===== src/hw/rtl/kpp_pkg.sv =====
`timescale 1ns / 1ps
// ----------------------------------------------------------------------------
// kpp_pkg
// Shared constants, types and helpers of the planar pose Kalman predictor.
// ----------------------------------------------------------------------------
package kpp_pkg;

  localparam int FRAC_BITS    = 16;
  localparam int CORDIC_STEPS = 18;
  localparam int ANGLE_BITS   = 30;
  localparam int CSHIFT       = ANGLE_BITS - FRAC_BITS;

  localparam int NOISE_W = 20;
  localparam int IDX_W   = 3;
  localparam int DT_W    = 17;
  localparam int WRAP_W  = 26;
  localparam int WRAP_STEPS = 6;
  localparam int ACC_W   = 56;

  localparam logic signed [33:0] PI_Q30      = 34'sd3373259426;
  localparam logic signed [33:0] HALF_PI_Q30 = 34'sd1686629713;
  localparam logic signed [33:0] GAIN_Q30    = 34'sd652032875;

  localparam longint PI_Q      = (64'sd3373259426 + (64'sd1 <<< (CSHIFT - 1))) >>> CSHIFT;
  localparam longint TWO_PI_Q  = 2 * PI_Q;
  localparam longint WRAP_BIAS = TWO_PI_Q <<< (WRAP_STEPS - 1);
  localparam longint WRAP_OFS  = PI_Q + WRAP_BIAS;

  localparam longint VAR_A    = ((64'sd5 <<< FRAC_BITS) + 50) / 100;
  localparam longint VAR_B    = ((64'sd2 <<< FRAC_BITS) + 50) / 100;
  localparam longint ONE_SEC  = 64'sd65536;

  localparam logic [IDX_W-1:0] REG_NOISE_X    = 3'd0;
  localparam logic [IDX_W-1:0] REG_NOISE_Y    = 3'd1;
  localparam logic [IDX_W-1:0] REG_NOISE_HEAD = 3'd2;
  localparam logic [IDX_W-1:0] REG_NOISE_VX   = 3'd3;
  localparam logic [IDX_W-1:0] REG_NOISE_VY   = 3'd4;
  localparam logic [IDX_W-1:0] REG_NOISE_TURN = 3'd5;

  localparam logic [NOISE_W-1:0] RST_NOISE_X    = 20'd3277;
  localparam logic [NOISE_W-1:0] RST_NOISE_Y    = 20'd3277;
  localparam logic [NOISE_W-1:0] RST_NOISE_HEAD = 20'd1311;
  localparam logic [NOISE_W-1:0] RST_NOISE_VX   = 20'd6554;
  localparam logic [NOISE_W-1:0] RST_NOISE_VY   = 20'd3277;
  localparam logic [NOISE_W-1:0] RST_NOISE_TURN = 20'd3277;

  localparam int OPCODE_INIT = 0;

  typedef logic [3:0] mop_t;
  localparam mop_t OP_VX   = 4'd0;
  localparam mop_t OP_VY   = 4'd1;
  localparam mop_t OP_X    = 4'd2;
  localparam mop_t OP_Y    = 4'd3;
  localparam mop_t OP_HD   = 4'd4;
  localparam mop_t OP_HDT  = 4'd5;
  localparam mop_t OP_VAR0 = 4'd6;
  localparam mop_t OP_VAR1 = 4'd7;
  localparam mop_t OP_VAR2 = 4'd8;

  typedef logic [WRAP_W-1:0] wrap_t;
  typedef logic [DT_W-1:0] dt_t;
  typedef logic signed [ACC_W-1:0] acc_t;

  typedef struct packed {
    logic capture;
    logic load_pose;
    logic rec_stamp;
    logic cordic_start;
    logic cordic_step;
    logic cordic_fin;
    logic mul;
    logic acc;
    mop_t mop;
    logic wrap_step;
    logic wrap_fin;
    logic emit;
  } cmd_t;

  typedef struct packed {
    logic opcode;
    logic dt_ok;
    logic cordic_last;
    logic wrap_last;
    logic out_free;
  } status_t;

  function automatic logic signed [33:0] atan_q30(input logic [4:0] k);
    logic signed [33:0] r;
    unique case (k)
      5'd0:  r = 34'sd843314857;
      5'd1:  r = 34'sd497837830;
      5'd2:  r = 34'sd263043837;
      5'd3:  r = 34'sd133525159;
      5'd4:  r = 34'sd67021688;
      5'd5:  r = 34'sd33543515;
      5'd6:  r = 34'sd16775851;
      5'd7:  r = 34'sd8388438;
      5'd8:  r = 34'sd4194283;
      5'd9:  r = 34'sd2097149;
      default: r = 34'sd1 <<< (5'd30 - k);
    endcase
    return r;
  endfunction

  function automatic logic signed [31:0] sat32(input acc_t v);
    logic signed [31:0] r;
    if (v > acc_t'(64'sd2147483647)) begin
      r = 32'sh7fffffff;
    end else if (v < acc_t'(-64'sd2147483648)) begin
      r = 32'sh80000000;
    end else begin
      r = v[31:0];
    end
    return r;
  endfunction

  function automatic logic [30:0] satu31(input acc_t v);
    logic [30:0] r;
    if (v < 0) begin
      r = '0;
    end else if (v > acc_t'(64'sd2147483647)) begin
      r = '1;
    end else begin
      r = v[30:0];
    end
    return r;
  endfunction

endpackage


===== src/hw/rtl/kpp_if.sv =====
`timescale 1ns / 1ps
// ----------------------------------------------------------------------------
// kpp_if
// Request and result channels of the planar pose Kalman predictor.
// ----------------------------------------------------------------------------
interface kpp_req_if;
  logic               valid;
  logic               ready;
  logic               opcode;
  logic signed [31:0] pose_x;
  logic signed [31:0] pose_y;
  logic signed [18:0] pose_heading;
  logic signed [23:0] speed;
  logic signed [23:0] turn_rate;
  logic        [31:0] stamp;

  modport source (output valid, opcode, pose_x, pose_y, pose_heading, speed,
                  turn_rate, stamp, input ready);
  modport sink (input valid, opcode, pose_x, pose_y, pose_heading, speed,
                turn_rate, stamp, output ready);
endinterface

interface kpp_rsp_if;
  logic               valid;
  logic               ready;
  logic signed [31:0] est_x;
  logic signed [31:0] est_y;
  logic signed [18:0] est_heading;
  logic        [30:0] var_x;
  logic        [30:0] var_y;
  logic        [30:0] var_heading;
  logic signed [31:0] cov_xy;

  modport source (output valid, est_x, est_y, est_heading, var_x, var_y,
                  var_heading, cov_xy, input ready);
  modport sink (input valid, est_x, est_y, est_heading, var_x, var_y,
                var_heading, cov_xy, output ready);
endinterface


===== src/hw/rtl/kpp_datapath.sv =====
`timescale 1ns / 1ps
// ----------------------------------------------------------------------------
// kpp_datapath
// Filter state, noise registers, CORDIC, shared multiplier, heading wrap
// unit and result register.
// ----------------------------------------------------------------------------
module kpp_datapath (
  input  logic                          clk,
  input  logic                          rst,
  input  kpp_pkg::cmd_t                 cmd,
  output kpp_pkg::status_t              status,
  input  logic                          cfg_we,
  input  logic [kpp_pkg::IDX_W-1:0]     cfg_index,
  input  logic [kpp_pkg::NOISE_W-1:0]   cfg_data,
  input  logic                          opcode,
  input  logic signed [31:0]            pose_x,
  input  logic signed [31:0]            pose_y,
  input  logic signed [18:0]            pose_heading,
  input  logic signed [23:0]            speed,
  input  logic signed [23:0]            turn_rate,
  input  logic [31:0]                   stamp,
  input  logic                          out_ready,
  output logic                          out_valid,
  output logic signed [31:0]            est_x,
  output logic signed [31:0]            est_y,
  output logic signed [18:0]            est_heading,
  output logic [30:0]                   var_x,
  output logic [30:0]                   var_y,
  output logic [30:0]                   var_heading
);

  logic                        in_op;
  logic signed [31:0]          in_px, in_py;
  logic signed [18:0]          in_ph;
  logic signed [23:0]          in_speed, in_turn;
  logic [31:0]                 in_stamp;

  logic [kpp_pkg::NOISE_W-1:0] npos [3];
  logic [kpp_pkg::NOISE_W-1:0] nvel [3];

  logic signed [31:0]          mx, my, vx, vy;
  logic signed [18:0]          mh;
  logic [30:0]                 pvar [3];
  logic [kpp_pkg::NOISE_W-1:0] vvar [3];
  logic [31:0]                 last_stamp;
  kpp_pkg::dt_t                dt, hdt;

  logic signed [33:0]          cz, cx, cy;
  logic [4:0]                  ck;
  logic                        cflip;
  logic signed [19:0]          cos_q, sin_q;

  logic signed [32:0]          ma;
  logic signed [20:0]          mb;
  logic signed [53:0]          prod, rnd;

  kpp_pkg::wrap_t              wrap_u, thr;
  logic [2:0]                  wk;

  logic [31:0]                 d;
  logic [1:0]                  vi;
  logic signed [33:0]          zt, xf, yf;
  kpp_pkg::acc_t               hsum, vsum;
  logic signed [27:0]          hfin;

  assign d  = in_stamp - last_stamp;
  assign vi = 2'(cmd.mop - kpp_pkg::OP_VAR0);
  assign zt = 34'(mh) <<< kpp_pkg::CSHIFT;
  assign xf = cflip ? -cx : cx;
  assign yf = cflip ? -cy : cy;
  assign rnd = (prod + (54'sd1 <<< (kpp_pkg::FRAC_BITS - 1))) >>> kpp_pkg::FRAC_BITS;
  assign thr = kpp_pkg::wrap_t'(kpp_pkg::TWO_PI_Q) << wk;
  assign hsum = kpp_pkg::acc_t'(mh) + kpp_pkg::acc_t'(rnd);
  assign vsum = kpp_pkg::acc_t'(signed'({1'b0, pvar[vi]})) + kpp_pkg::acc_t'(rnd)
              + kpp_pkg::acc_t'(signed'({1'b0, npos[vi]}));
  assign hfin = 28'(kpp_pkg::PI_Q) - 28'(signed'({1'b0, wrap_u}));

  assign status.opcode      = in_op;
  assign status.dt_ok       = (d != '0) && (d <= 32'(kpp_pkg::ONE_SEC));
  assign status.cordic_last = (ck == 5'(kpp_pkg::CORDIC_STEPS - 1));
  assign status.wrap_last   = (wk == '0);
  assign status.out_free    = !out_valid || out_ready;

  // multiplier operand select
  always_comb begin
    ma = '0;
    mb = '0;
    unique case (cmd.mop)
      kpp_pkg::OP_VX: begin
        ma = 33'(in_speed);
        mb = 21'(cos_q);
      end
      kpp_pkg::OP_VY: begin
        ma = 33'(in_speed);
        mb = 21'(sin_q);
      end
      kpp_pkg::OP_X: begin
        ma = 33'(vx);
        mb = 21'(signed'({1'b0, dt}));
      end
      kpp_pkg::OP_Y: begin
        ma = 33'(vy);
        mb = 21'(signed'({1'b0, dt}));
      end
      kpp_pkg::OP_HD: begin
        ma = 33'(in_turn);
        mb = 21'(signed'({1'b0, dt}));
      end
      kpp_pkg::OP_HDT: begin
        ma = 33'(signed'({1'b0, dt}));
        mb = 21'(signed'({1'b0, dt}));
      end
      kpp_pkg::OP_VAR0, kpp_pkg::OP_VAR1, kpp_pkg::OP_VAR2: begin
        ma = 33'(signed'({1'b0, vvar[vi]}));
        mb = 21'(signed'({1'b0, hdt}));
      end
      default: begin
        ma = '0;
        mb = '0;
      end
    endcase
  end

  // input capture
  always_ff @(posedge clk) begin
    if (cmd.capture) begin
      in_op    <= opcode;
      in_px    <= pose_x;
      in_py    <= pose_y;
      in_ph    <= pose_heading;
      in_speed <= speed;
      in_turn  <= turn_rate;
      in_stamp <= stamp;
    end
  end

  // noise registers
  always_ff @(posedge clk) begin
    if (rst) begin
      npos[0] <= kpp_pkg::RST_NOISE_X;
      npos[1] <= kpp_pkg::RST_NOISE_Y;
      npos[2] <= kpp_pkg::RST_NOISE_HEAD;
      nvel[0] <= kpp_pkg::RST_NOISE_VX;
      nvel[1] <= kpp_pkg::RST_NOISE_VY;
      nvel[2] <= kpp_pkg::RST_NOISE_TURN;
    end else if (cfg_we) begin
      unique case (cfg_index)
        kpp_pkg::REG_NOISE_X:    npos[0] <= cfg_data;
        kpp_pkg::REG_NOISE_Y:    npos[1] <= cfg_data;
        kpp_pkg::REG_NOISE_HEAD: npos[2] <= cfg_data;
        kpp_pkg::REG_NOISE_VX:   nvel[0] <= cfg_data;
        kpp_pkg::REG_NOISE_VY:   nvel[1] <= cfg_data;
        kpp_pkg::REG_NOISE_TURN: nvel[2] <= cfg_data;
        default: ;
      endcase
    end
  end

  // filter state
  always_ff @(posedge clk) begin
    if (rst) begin
      mx         <= '0;
      my         <= '0;
      mh         <= '0;
      last_stamp <= '0;
      pvar[0]    <= 31'(kpp_pkg::VAR_A);
      pvar[1]    <= 31'(kpp_pkg::VAR_A);
      pvar[2]    <= 31'(kpp_pkg::VAR_B);
      vvar[0]    <= 20'(kpp_pkg::VAR_A);
      vvar[1]    <= 20'(kpp_pkg::VAR_A);
      vvar[2]    <= 20'(kpp_pkg::VAR_B);
    end else begin
      if (cmd.load_pose) begin
        mx      <= in_px;
        my      <= in_py;
        pvar[0] <= 31'(kpp_pkg::VAR_A);
        pvar[1] <= 31'(kpp_pkg::VAR_A);
        pvar[2] <= 31'(kpp_pkg::VAR_B);
        vvar[0] <= 20'(kpp_pkg::VAR_A);
        vvar[1] <= 20'(kpp_pkg::VAR_A);
        vvar[2] <= 20'(kpp_pkg::VAR_B);
      end
      if (cmd.rec_stamp) begin
        last_stamp <= in_stamp;
      end
      if (cmd.acc) begin
        unique case (cmd.mop)
          kpp_pkg::OP_X: mx <= kpp_pkg::sat32(kpp_pkg::acc_t'(mx) + kpp_pkg::acc_t'(rnd));
          kpp_pkg::OP_Y: my <= kpp_pkg::sat32(kpp_pkg::acc_t'(my) + kpp_pkg::acc_t'(rnd));
          kpp_pkg::OP_VAR0, kpp_pkg::OP_VAR1, kpp_pkg::OP_VAR2: begin
            pvar[vi] <= kpp_pkg::satu31(vsum);
            vvar[vi] <= nvel[vi];
          end
          default: ;
        endcase
      end
      if (cmd.wrap_fin) begin
        mh <= hfin[18:0];
      end
    end
  end

  // step, cordic, multiplier and wrap datapath
  always_ff @(posedge clk) begin
    if (cmd.rec_stamp) begin
      dt <= d[kpp_pkg::DT_W-1:0];
    end
    if (cmd.cordic_start) begin
      cx <= kpp_pkg::GAIN_Q30;
      cy <= '0;
      ck <= '0;
      if (zt > kpp_pkg::HALF_PI_Q30) begin
        cz    <= zt - kpp_pkg::PI_Q30;
        cflip <= 1'b1;
      end else if (zt < -kpp_pkg::HALF_PI_Q30) begin
        cz    <= zt + kpp_pkg::PI_Q30;
        cflip <= 1'b1;
      end else begin
        cz    <= zt;
        cflip <= 1'b0;
      end
    end
    if (cmd.cordic_step) begin
      if (!cz[33]) begin
        cx <= cx - (cy >>> ck);
        cy <= cy + (cx >>> ck);
        cz <= cz - kpp_pkg::atan_q30(ck);
      end else begin
        cx <= cx + (cy >>> ck);
        cy <= cy - (cx >>> ck);
        cz <= cz + kpp_pkg::atan_q30(ck);
      end
      ck <= ck + 5'd1;
    end
    if (cmd.cordic_fin) begin
      cos_q <= 20'((xf + (34'sd1 <<< (kpp_pkg::CSHIFT - 1))) >>> kpp_pkg::CSHIFT);
      sin_q <= 20'((yf + (34'sd1 <<< (kpp_pkg::CSHIFT - 1))) >>> kpp_pkg::CSHIFT);
    end
    if (cmd.mul) begin
      prod <= ma * mb;
    end
    if (cmd.acc) begin
      unique case (cmd.mop)
        kpp_pkg::OP_VX:  vx <= kpp_pkg::sat32(kpp_pkg::acc_t'(rnd));
        kpp_pkg::OP_VY:  vy <= kpp_pkg::sat32(kpp_pkg::acc_t'(rnd));
        kpp_pkg::OP_HD: begin
          wrap_u <= kpp_pkg::wrap_t'(kpp_pkg::acc_t'(kpp_pkg::WRAP_OFS) - hsum);
          wk     <= 3'(kpp_pkg::WRAP_STEPS - 1);
        end
        kpp_pkg::OP_HDT: hdt <= rnd[kpp_pkg::DT_W-1:0];
        default: ;
      endcase
    end
    if (cmd.load_pose) begin
      wrap_u <= kpp_pkg::wrap_t'(kpp_pkg::acc_t'(kpp_pkg::WRAP_OFS) - kpp_pkg::acc_t'(in_ph));
      wk     <= 3'(kpp_pkg::WRAP_STEPS - 1);
    end
    if (cmd.wrap_step) begin
      if (wrap_u >= thr) begin
        wrap_u <= wrap_u - thr;
      end
      wk <= wk - 3'd1;
    end
  end

  // result register
  always_ff @(posedge clk) begin
    if (rst) begin
      out_valid <= 1'b0;
    end else if (cmd.emit) begin
      out_valid <= 1'b1;
    end else if (out_ready) begin
      out_valid <= 1'b0;
    end
  end

  always_ff @(posedge clk) begin
    if (cmd.emit) begin
      est_x       <= mx;
      est_y       <= my;
      est_heading <= mh;
      var_x       <= pvar[0];
      var_y       <= pvar[1];
      var_heading <= pvar[2];
    end
  end

endmodule


===== src/hw/rtl/kpp_ctrl.sv =====
`timescale 1ns / 1ps
// ----------------------------------------------------------------------------
// kpp_ctrl
// Sequencer of the planar pose Kalman predictor: item decode, CORDIC
// iterations, multiply-accumulate schedule, heading wrap and result transfer.
// ----------------------------------------------------------------------------
module kpp_ctrl (
  input  logic             clk,
  input  logic             rst,
  input  logic             in_valid,
  output logic             in_ready,
  input  kpp_pkg::status_t status,
  output kpp_pkg::cmd_t    cmd
);

  localparam logic [3:0] S_IDLE   = 4'd0;
  localparam logic [3:0] S_DECIDE = 4'd1;
  localparam logic [3:0] S_CINIT  = 4'd2;
  localparam logic [3:0] S_CITER  = 4'd3;
  localparam logic [3:0] S_CFIN   = 4'd4;
  localparam logic [3:0] S_MUL    = 4'd5;
  localparam logic [3:0] S_ACC    = 4'd6;
  localparam logic [3:0] S_WRAP   = 4'd7;
  localparam logic [3:0] S_WFIN   = 4'd8;
  localparam logic [3:0] S_EMIT   = 4'd9;

  logic [3:0]    state, state_next;
  kpp_pkg::mop_t mop;
  logic          pose_valid, time_valid, is_pred;

  assign in_ready = (state == S_IDLE) && !rst;

  always_comb begin
    cmd         = '0;
    cmd.mop     = mop;
    cmd.capture = in_valid && in_ready;
    state_next  = state;
    unique case (state)
      S_IDLE: begin
        if (cmd.capture) state_next = S_DECIDE;
      end
      S_DECIDE: begin
        if (status.opcode == 1'(kpp_pkg::OPCODE_INIT)) begin
          cmd.load_pose = 1'b1;
          state_next    = S_WRAP;
        end else if (!pose_valid) begin
          state_next = S_IDLE;
        end else begin
          cmd.rec_stamp = 1'b1;
          state_next    = (time_valid && status.dt_ok) ? S_CINIT : S_IDLE;
        end
      end
      S_CINIT: begin
        cmd.cordic_start = 1'b1;
        state_next       = S_CITER;
      end
      S_CITER: begin
        cmd.cordic_step = 1'b1;
        if (status.cordic_last) state_next = S_CFIN;
      end
      S_CFIN: begin
        cmd.cordic_fin = 1'b1;
        state_next     = S_MUL;
      end
      S_MUL: begin
        cmd.mul    = 1'b1;
        state_next = S_ACC;
      end
      S_ACC: begin
        cmd.acc    = 1'b1;
        state_next = (mop == kpp_pkg::OP_VAR2) ? S_WRAP : S_MUL;
      end
      S_WRAP: begin
        cmd.wrap_step = 1'b1;
        if (status.wrap_last) state_next = S_WFIN;
      end
      S_WFIN: begin
        cmd.wrap_fin = 1'b1;
        state_next   = is_pred ? S_EMIT : S_IDLE;
      end
      S_EMIT: begin
        if (status.out_free) begin
          cmd.emit   = 1'b1;
          state_next = S_IDLE;
        end
      end
      default: state_next = S_IDLE;
    endcase
  end

  always_ff @(posedge clk) begin
    if (rst) begin
      state      <= S_IDLE;
      mop        <= kpp_pkg::OP_VX;
      pose_valid <= 1'b0;
      time_valid <= 1'b0;
      is_pred    <= 1'b0;
    end else begin
      state <= state_next;
      if (state == S_DECIDE) begin
        is_pred <= status.opcode;
        if (status.opcode == 1'(kpp_pkg::OPCODE_INIT)) begin
          pose_valid <= 1'b1;
          time_valid <= 1'b0;
        end else if (pose_valid) begin
          time_valid <= 1'b1;
        end
      end
      if (state == S_CFIN) begin
        mop <= kpp_pkg::OP_VX;
      end else if (state == S_ACC) begin
        mop <= mop + 4'd1;
      end
    end
  end

`ifndef SYNTHESIS
  a_capture_decide: assert property (@(posedge clk) disable iff (rst)
    cmd.capture |=> state == S_DECIDE)
    else $error("accepted item not decoded");
  a_emit_valid: assert property (@(posedge clk) disable iff (rst)
    cmd.emit |-> pose_valid && time_valid && is_pred)
    else $error("result without predict");
  a_cordic_order: assert property (@(posedge clk) disable iff (rst)
    state == S_CFIN |-> $past(state) == S_CITER)
    else $error("cordic finish out of order");
  a_init_flags: assert property (@(posedge clk) disable iff (rst)
    cmd.load_pose |=> pose_valid && !time_valid)
    else $error("init flags wrong");
`endif

endmodule


===== src/hw/rtl/kalman_predict_planar_pose.sv =====
`timescale 1ns / 1ps
// ----------------------------------------------------------------------------
// kalman_predict_planar_pose
// Kalman predict for a planar robot pose, 16 fraction bits, Q16.16 position.
// ----------------------------------------------------------------------------
// One item at a time. A predict item that yields a result runs CORDIC_STEPS
// iterations (18 by default) of the one-iteration-per-cycle CORDIC, then the
// single shared multiplier, which takes a multiply and an accumulate state
// per product for nine products, then a six-step heading wrap; it takes
// longer while the previous result still waits in the output register. An
// init item loads the pose and runs only the heading wrap; a skipped or
// stamp-only predict item ends in the decode state. The result sits in an
// output register so the next item is taken while a result waits. The x-y
// covariance is always zero under this predict step and reads as zero.
module kalman_predict_planar_pose (
  input  logic                          clk,
  input  logic                          rst,
  kpp_req_if.sink                       req,
  kpp_rsp_if.source                     rsp,
  input  logic                          cfg_we,
  input  logic [kpp_pkg::IDX_W-1:0]     cfg_index,
  input  logic [kpp_pkg::NOISE_W-1:0]   cfg_data
);

  kpp_pkg::cmd_t    cmd;
  kpp_pkg::status_t status;
  logic             in_ready;

  assign req.ready  = in_ready;
  assign rsp.cov_xy = '0;

  kpp_ctrl u_ctrl (
    .clk      (clk),
    .rst      (rst),
    .in_valid (req.valid),
    .in_ready (in_ready),
    .status   (status),
    .cmd      (cmd)
  );

  kpp_datapath u_datapath (
    .clk          (clk),
    .rst          (rst),
    .cmd          (cmd),
    .status       (status),
    .cfg_we       (cfg_we),
    .cfg_index    (cfg_index),
    .cfg_data     (cfg_data),
    .opcode       (req.opcode),
    .pose_x       (req.pose_x),
    .pose_y       (req.pose_y),
    .pose_heading (req.pose_heading),
    .speed        (req.speed),
    .turn_rate    (req.turn_rate),
    .stamp        (req.stamp),
    .out_ready    (rsp.ready),
    .out_valid    (rsp.valid),
    .est_x        (rsp.est_x),
    .est_y        (rsp.est_y),
    .est_heading  (rsp.est_heading),
    .var_x        (rsp.var_x),
    .var_y        (rsp.var_y),
    .var_heading  (rsp.var_heading)
  );

endmodule

===== src/flat_wrapper.sv =====
// flat-port wrapper written by rule: the top's interface ports become plain ports
module kalman_predict_planar_pose_flat 
  (clk, rst, cfg_we, cfg_index, cfg_data, req_valid, req_opcode, req_pose_x, req_pose_y, req_pose_heading, req_speed, req_turn_rate, req_stamp, req_ready, rsp_valid, rsp_est_x, rsp_est_y, rsp_est_heading, rsp_var_x, rsp_var_y, rsp_var_heading, rsp_cov_xy, rsp_ready);
  kpp_req_if req_i ();
  kpp_rsp_if rsp_i ();
  input  logic clk;
  input  logic rst;
  input  logic cfg_we;
  input  logic [kpp_pkg::IDX_W-1:0] cfg_index;
  input  logic [kpp_pkg::NOISE_W-1:0] cfg_data;
  input wire logic [$bits(req_i.valid)-1:0] req_valid;
  input wire logic [$bits(req_i.opcode)-1:0] req_opcode;
  input wire logic [$bits(req_i.pose_x)-1:0] req_pose_x;
  input wire logic [$bits(req_i.pose_y)-1:0] req_pose_y;
  input wire logic [$bits(req_i.pose_heading)-1:0] req_pose_heading;
  input wire logic [$bits(req_i.speed)-1:0] req_speed;
  input wire logic [$bits(req_i.turn_rate)-1:0] req_turn_rate;
  input wire logic [$bits(req_i.stamp)-1:0] req_stamp;
  output wire logic [$bits(req_i.ready)-1:0] req_ready;
  output wire logic [$bits(rsp_i.valid)-1:0] rsp_valid;
  output wire logic [$bits(rsp_i.est_x)-1:0] rsp_est_x;
  output wire logic [$bits(rsp_i.est_y)-1:0] rsp_est_y;
  output wire logic [$bits(rsp_i.est_heading)-1:0] rsp_est_heading;
  output wire logic [$bits(rsp_i.var_x)-1:0] rsp_var_x;
  output wire logic [$bits(rsp_i.var_y)-1:0] rsp_var_y;
  output wire logic [$bits(rsp_i.var_heading)-1:0] rsp_var_heading;
  output wire logic [$bits(rsp_i.cov_xy)-1:0] rsp_cov_xy;
  input wire logic [$bits(rsp_i.ready)-1:0] rsp_ready;
  assign req_i.valid = req_valid;
  assign req_i.opcode = req_opcode;
  assign req_i.pose_x = req_pose_x;
  assign req_i.pose_y = req_pose_y;
  assign req_i.pose_heading = req_pose_heading;
  assign req_i.speed = req_speed;
  assign req_i.turn_rate = req_turn_rate;
  assign req_i.stamp = req_stamp;
  assign req_ready = req_i.ready;
  assign rsp_valid = rsp_i.valid;
  assign rsp_est_x = rsp_i.est_x;
  assign rsp_est_y = rsp_i.est_y;
  assign rsp_est_heading = rsp_i.est_heading;
  assign rsp_var_x = rsp_i.var_x;
  assign rsp_var_y = rsp_i.var_y;
  assign rsp_var_heading = rsp_i.var_heading;
  assign rsp_cov_xy = rsp_i.cov_xy;
  assign rsp_i.ready = rsp_ready;
  kalman_predict_planar_pose u_core (.clk(clk), .rst(rst), .req(req_i), .rsp(rsp_i), .cfg_we(cfg_we), .cfg_index(cfg_index), .cfg_data(cfg_data));
endmodule

===== config.mk =====
export PLATFORM = sky130hd
export DESIGN_NAME = kalman_predict_planar_pose_flat
export DESIGN_NICKNAME = d
export VERILOG_FILES = /design/src/hw/rtl/kpp_pkg.sv /design/src/hw/rtl/kpp_if.sv /design/src/hw/rtl/kpp_datapath.sv /design/src/hw/rtl/kpp_ctrl.sv /design/src/hw/rtl/kalman_predict_planar_pose.sv /design/src/flat_wrapper.sv
export SDC_FILE = /design/constraint.sdc
export NUM_CORES = 2
export LEC_CHECK = 0
export BUFFER_PORTS_ARGS = -buffer_cell sky130_fd_sc_hd__buf_4
export CAP_MARGIN = 10
export CORE_UTILIZATION = 35
export CTS_BUF_LIST = sky130_fd_sc_hd__clkbuf_2 sky130_fd_sc_hd__clkbuf_4 sky130_fd_sc_hd__clkbuf_8
export DETAILED_ROUTE_END_ITERATION = 6
export GPL_TIMING_DRIVEN = 1
export HOLD_SLACK_MARGIN = 0.15
export MAX_ROUTING_LAYER = met4
export PLACE_DENSITY_LB_ADDON = 0.1
export SLEW_MARGIN = 20
export SYNTH_ARGS = -nofsm -noshare
export SYNTH_HDL_FRONTEND = slang
export SYNTH_SLANG_ARGS = --single-unit

===== constraint.sdc =====
create_clock -name clk -period 13.8 [get_ports clk]
set_clock_uncertainty 0.05 [all_clocks]
set_input_delay 1.38 -clock clk [delete_from_list [all_inputs] [get_ports clk]]
set_output_delay 1.38 -clock clk [all_outputs]
set_load 0.01 [all_outputs]

==> results_dict.tcl <==
set metrics [dict create \
    finalHoldViolations 0 \
    synth.top_cells.by_area "edfxtp_1 32%, fa_1 15%, ha_1 6.6%, nand2_1 4.6%, inv_1 4.6%" \
    postLayoutCoreUtil_pct 39.68 \
    ff2ff_path_depth 31 \
    ios 402 \
    cts.clk_slew.worst_paths_ns 0.06 \
    clock.fmax_ghz 0.08488 \
    regToRegSetupSlack_ns 2.02 \
    synthTopCellsByCount "1121 x nand2_1, 1118 x inv_1, 953 x edfxtp_1" \
    crit_fanout 46 \
    synth_compound_gate_area_share_pct 12.30 \
    fp-row-count 186 \
    synth_seq_area_share_pct 34.91 \
    maxSlewHeadroom_pct 12.97 \
    aggregate_negative_setup_slack_ns 0 \
    worst_skew_pair.late_latency_ns 1.00 \
    post_synthesis_sequential_element_count 1105 \
    worst_path_largest_cell_delay_ns 0.75 \
    core_area_mm2 0.2572 \
    timing_max_transition_violations_final 0 \
    crit_required_ns 14.47 \
    synth_largest_area_cell "edfxtp_1" \
    area.growth.synth_to_final_pct 12.51 \
    classification_of_the_worst_setup_path "reg2reg" \
    area_of_combinational_cells_with_multiple_inputs_mm2 0.05337 \
    violations_in_the_final_reports "design-rule violations" \
    drive_gt1_share_pct 12.40 \
    antenna_found_initial 19 \
    dr.first_iter.drc_count 6106 \
    grt_pass1_wl_um 485600 \
    post-synth-top-count-cell "nand2_1" \
    worst_setup_path_startpoint "u_core.u_ctrl.mop[1]$_SDFFE_PP0P_" \
    drc 1 \
    synthesis.area_per_instance_um2 9.856 \
    number_of_levels_in_the_clock_h_tree 4 \
    antenna_left 0 \
    tritoncts_clock_tree "done" \
    floorplan.die_area_mm2 0.2612 \
    crit_family "adder cells" \
    design.final.nets 10890 \
    worstPathArrival_ns 12.46 \
    maxCapViolations 0 \
    ys_dominant_reg_cell "edfxtp_1" \
    finalWorstSetupSlack_ns 2.019 \
    starting_density_pct 35.27 \
    synthesized_instance_count 9202 \
    n_fill_cell 25470 \
    post_synth_and_or_nand_nor_area_fraction_pct 14.25 \
    dr.pass1.iters 7 \
    worstPathBufferInverterCount 6 \
    r2r_end "u_core.u_datapath.prod[49]$_DFFE_PN_" \
    vias_in_the_first_global_route 70890 \
    grt_overflow 0 \
    status "finished, violations left" \
    crit_path_start_kind "register" \
    critPathCapture "u_core.u_datapath.prod[49]$_DFFE_PN_" \
    synthXorXnorAreaFrac_pct 4.867 \
    fin_hold_ws_ns 0.3633 \
    final_period_minus_worst_setup_slack_ns 11.78 \
    wl_um 331900 \
    avgRoutedWirePerCell_um 25.38 \
    maximum_number_of_pins_on_one_net_before_global_route_repair 76 \
    critical_path.most_common_cell "fa_1" \
    setup_viol 0 \
    synth-edff-count 953 \
    drt-vias-per-instance 5.421 \
    detailed_place_hpwl_um 252900 \
    cts.hold.buffers_added 0 \
    timing.critical_path.depth 31 \
    io_buffers 369 \
    synth.cell_area_mm2 0.09070 \
    route.vias.total 70900 \
    unrepaired_setup_endpoints_after_global_routing "false" \
    synth-adder-area-share_pct 22.10 \
    cts.repair.resized 0 \
    root_buffer "clkbuf_8" \
    globalplace.congestion 0.9186 \
    die-height_um 511.1 \
    hold_path.class "reg2reg" \
    tightestPinTransition_ns 1.296 \
    synth_warnings 0 \
    crit_path_top_delay_cell "a221o_1" \
    combinational_family_with_the_most_area_after_synthesis "adder cells" \
    global_route.usage.total_pct 25.79 \
    async_reset_ff_share_pct 0 \
    count_of_unique_library_cells_instantiated_by_yosys 100 \
    timing.final.crit_share_pct 85.37 \
    postCtsSetupRepairBufs 0 \
    cts-root-to-sink-buffers 4 \
    synth.top_cell.area_share_pct 31.55 \
    fp.dieW_um 511.1 \
    cts_made_buffers 215 \
    pre_cts_setup_slack_ns 2.093 \
    yosys-mux-area-fraction_pct 4.710 \
    regArea_mm2 0.03167 \
    timing.rr.start "u_core.u_ctrl.mop[1]$_SDFFE_PP0P_" \
    tritoncts_num_sinks 1105 \
    critPathCaptureType "register" \
]
[worst min path at each step]
stage	startpoint	cells past startpoint	slack, ns	end
final	u_core.u_datapath.my[5]$_SDFF_PP0_	0	0.36	u_core.u_datapath.est_y[5]$_DFFE_PP_
after global placement	u_core.u_datapath.pvar[2][30]$_SDFFCE_PN0P_	0	0.38	rsp_var_heading[30]$_DFFE_PP_
after floorplan	u_core.u_datapath.mh[11]$_SDFFE_PP0N_	0	0.36	u_core.u_datapath.est_heading[11]$_DFFE_PP_
after global routing	u_core.u_datapath.my[16]$_SDFF_PP0_	0	0.38	u_core.u_datapath.est_y[16]$_DFFE_PP_
after CTS	u_core.u_datapath.my[16]$_SDFF_PP0_	0	0.34	u_core.u_datapath.est_y[16]$_DFFE_PP_
after detailed placement	u_core.u_datapath.pvar[2][21]$_SDFFCE_PN0P_	0	0.38	rsp_var_heading[21]$_DFFE_PP_
[kinds of logic (layout without fill, tap and decap cells)]
family	Yosys count	after routing
adder cells (fa/ha/maj)	1181	1181
buffers and inverters	1603	2056
AND/OR/NAND/NOR	2832	2832
XOR/XNOR	504	504
other	1	40
multiplexers	244	244
flip-flops	1105	1105
AO/OA/AOI/OAI	1732	1732
[per-layer routing]
layer  GRT usage, %  vias up  share of wire (%)
li1               -    32230                  -
met3          3.397      501                6.0
met2          39.26     2373                 45
met5              -        -                  0
met4          8.531        0                3.8
met1          35.38    35800                 45
[final cells by class]
class	count	share of cell area [%]
multi-input cells	6525	52.31
flip-flops and latches	1105	31.03
well taps	3384	4.149
inverters	1121	4.124
repair buffers	551	4.067
clock buffers	289	3.518
clock inverters	95	0.7835
diodes	8	0.01962
[per-stage QoR]
step,area (um^2),cells
final,102000,13080
after floorplan,90810,9233
after CTS,102000,13070
after global routing,102000,13070
after global placement,97600,12680
after detailed placement,97630,12690
[sequential cells by signal, indices dropped and copies added, names as in the netlist, 26 cells and up]
name / cells
u_core.u_datapath.vy: 32
u_core.u_datapath.nvel: 60
u_core.u_datapath.in_stamp: 32
u_core.u_datapath.wrap_u: 26
u_core.u_datapath.pvar: 124
u_core.u_datapath.est_x: 32
u_core.u_datapath.est_y: 32
u_core.u_datapath.cy: 34
rsp_var_y: 31
u_core.u_datapath.my: 32
rsp_var_heading: 31
u_core.u_datapath.vx: 32
u_core.u_datapath.vvar: 80
rsp_var_x: 31
u_core.u_datapath.prod: 39
u_core.u_datapath.cx: 34
u_core.u_datapath.in_py: 32
u_core.u_datapath.npos: 60
u_core.u_datapath.last_stamp: 32
u_core.u_datapath.cz: 34
u_core.u_datapath.in_px: 32
u_core.u_datapath.mx: 32
[cells in the final DEF (no fill, tap or decap), types with 25 or more instances in the layout]
cell / Yosys / routed
nand2_1: 1121 / 1117
inv_1: 1118 / 1115
edfxtp_1: 953 / 953
nor2_1: 788 / 783
fa_1: 702 / 702
buf_4: 33 / 548
a21oi_1: 528 / 526
ha_1: 479 / 479
o21ai_0: 317 / 313
xnor2_1: 306 / 301
clkbuf_8: 0 / 227
xor2_1: 198 / 193
a21o_1: 166 / 166
dfxtp_1: 152 / 150
and2_1: 157 / 149
mux4_2: 139 / 139
nand3_1: 138 / 138
a31oi_1: 116 / 115
nor3_1: 114 / 103
o21a_1: 88 / 88
nand2b_1: 86 / 85
mux2i_1: 81 / 80
nor2b_1: 73 / 72
and3_1: 65 / 64
clkbuf_4: 0 / 62
or3_1: 57 / 57
a211oi_1: 56 / 56
nand4_1: 54 / 54
nor4_1: 45 / 44
clkinv_1: 0 / 42
a221o_1: 39 / 36
o211ai_1: 36 / 36
a22oi_1: 37 / 35
a22o_1: 33 / 32
conb_1: 1 / 32
clkinv_2: 0 / 32
o21bai_1: 30 / 30
o31ai_1: 31 / 28
a221oi_1: 33 / 26
or2_2: 25 / 25
Power is left out: the tool's default activity adds up to more than one toggle a clock period on the data nets, which glitch-free logic cannot reach.
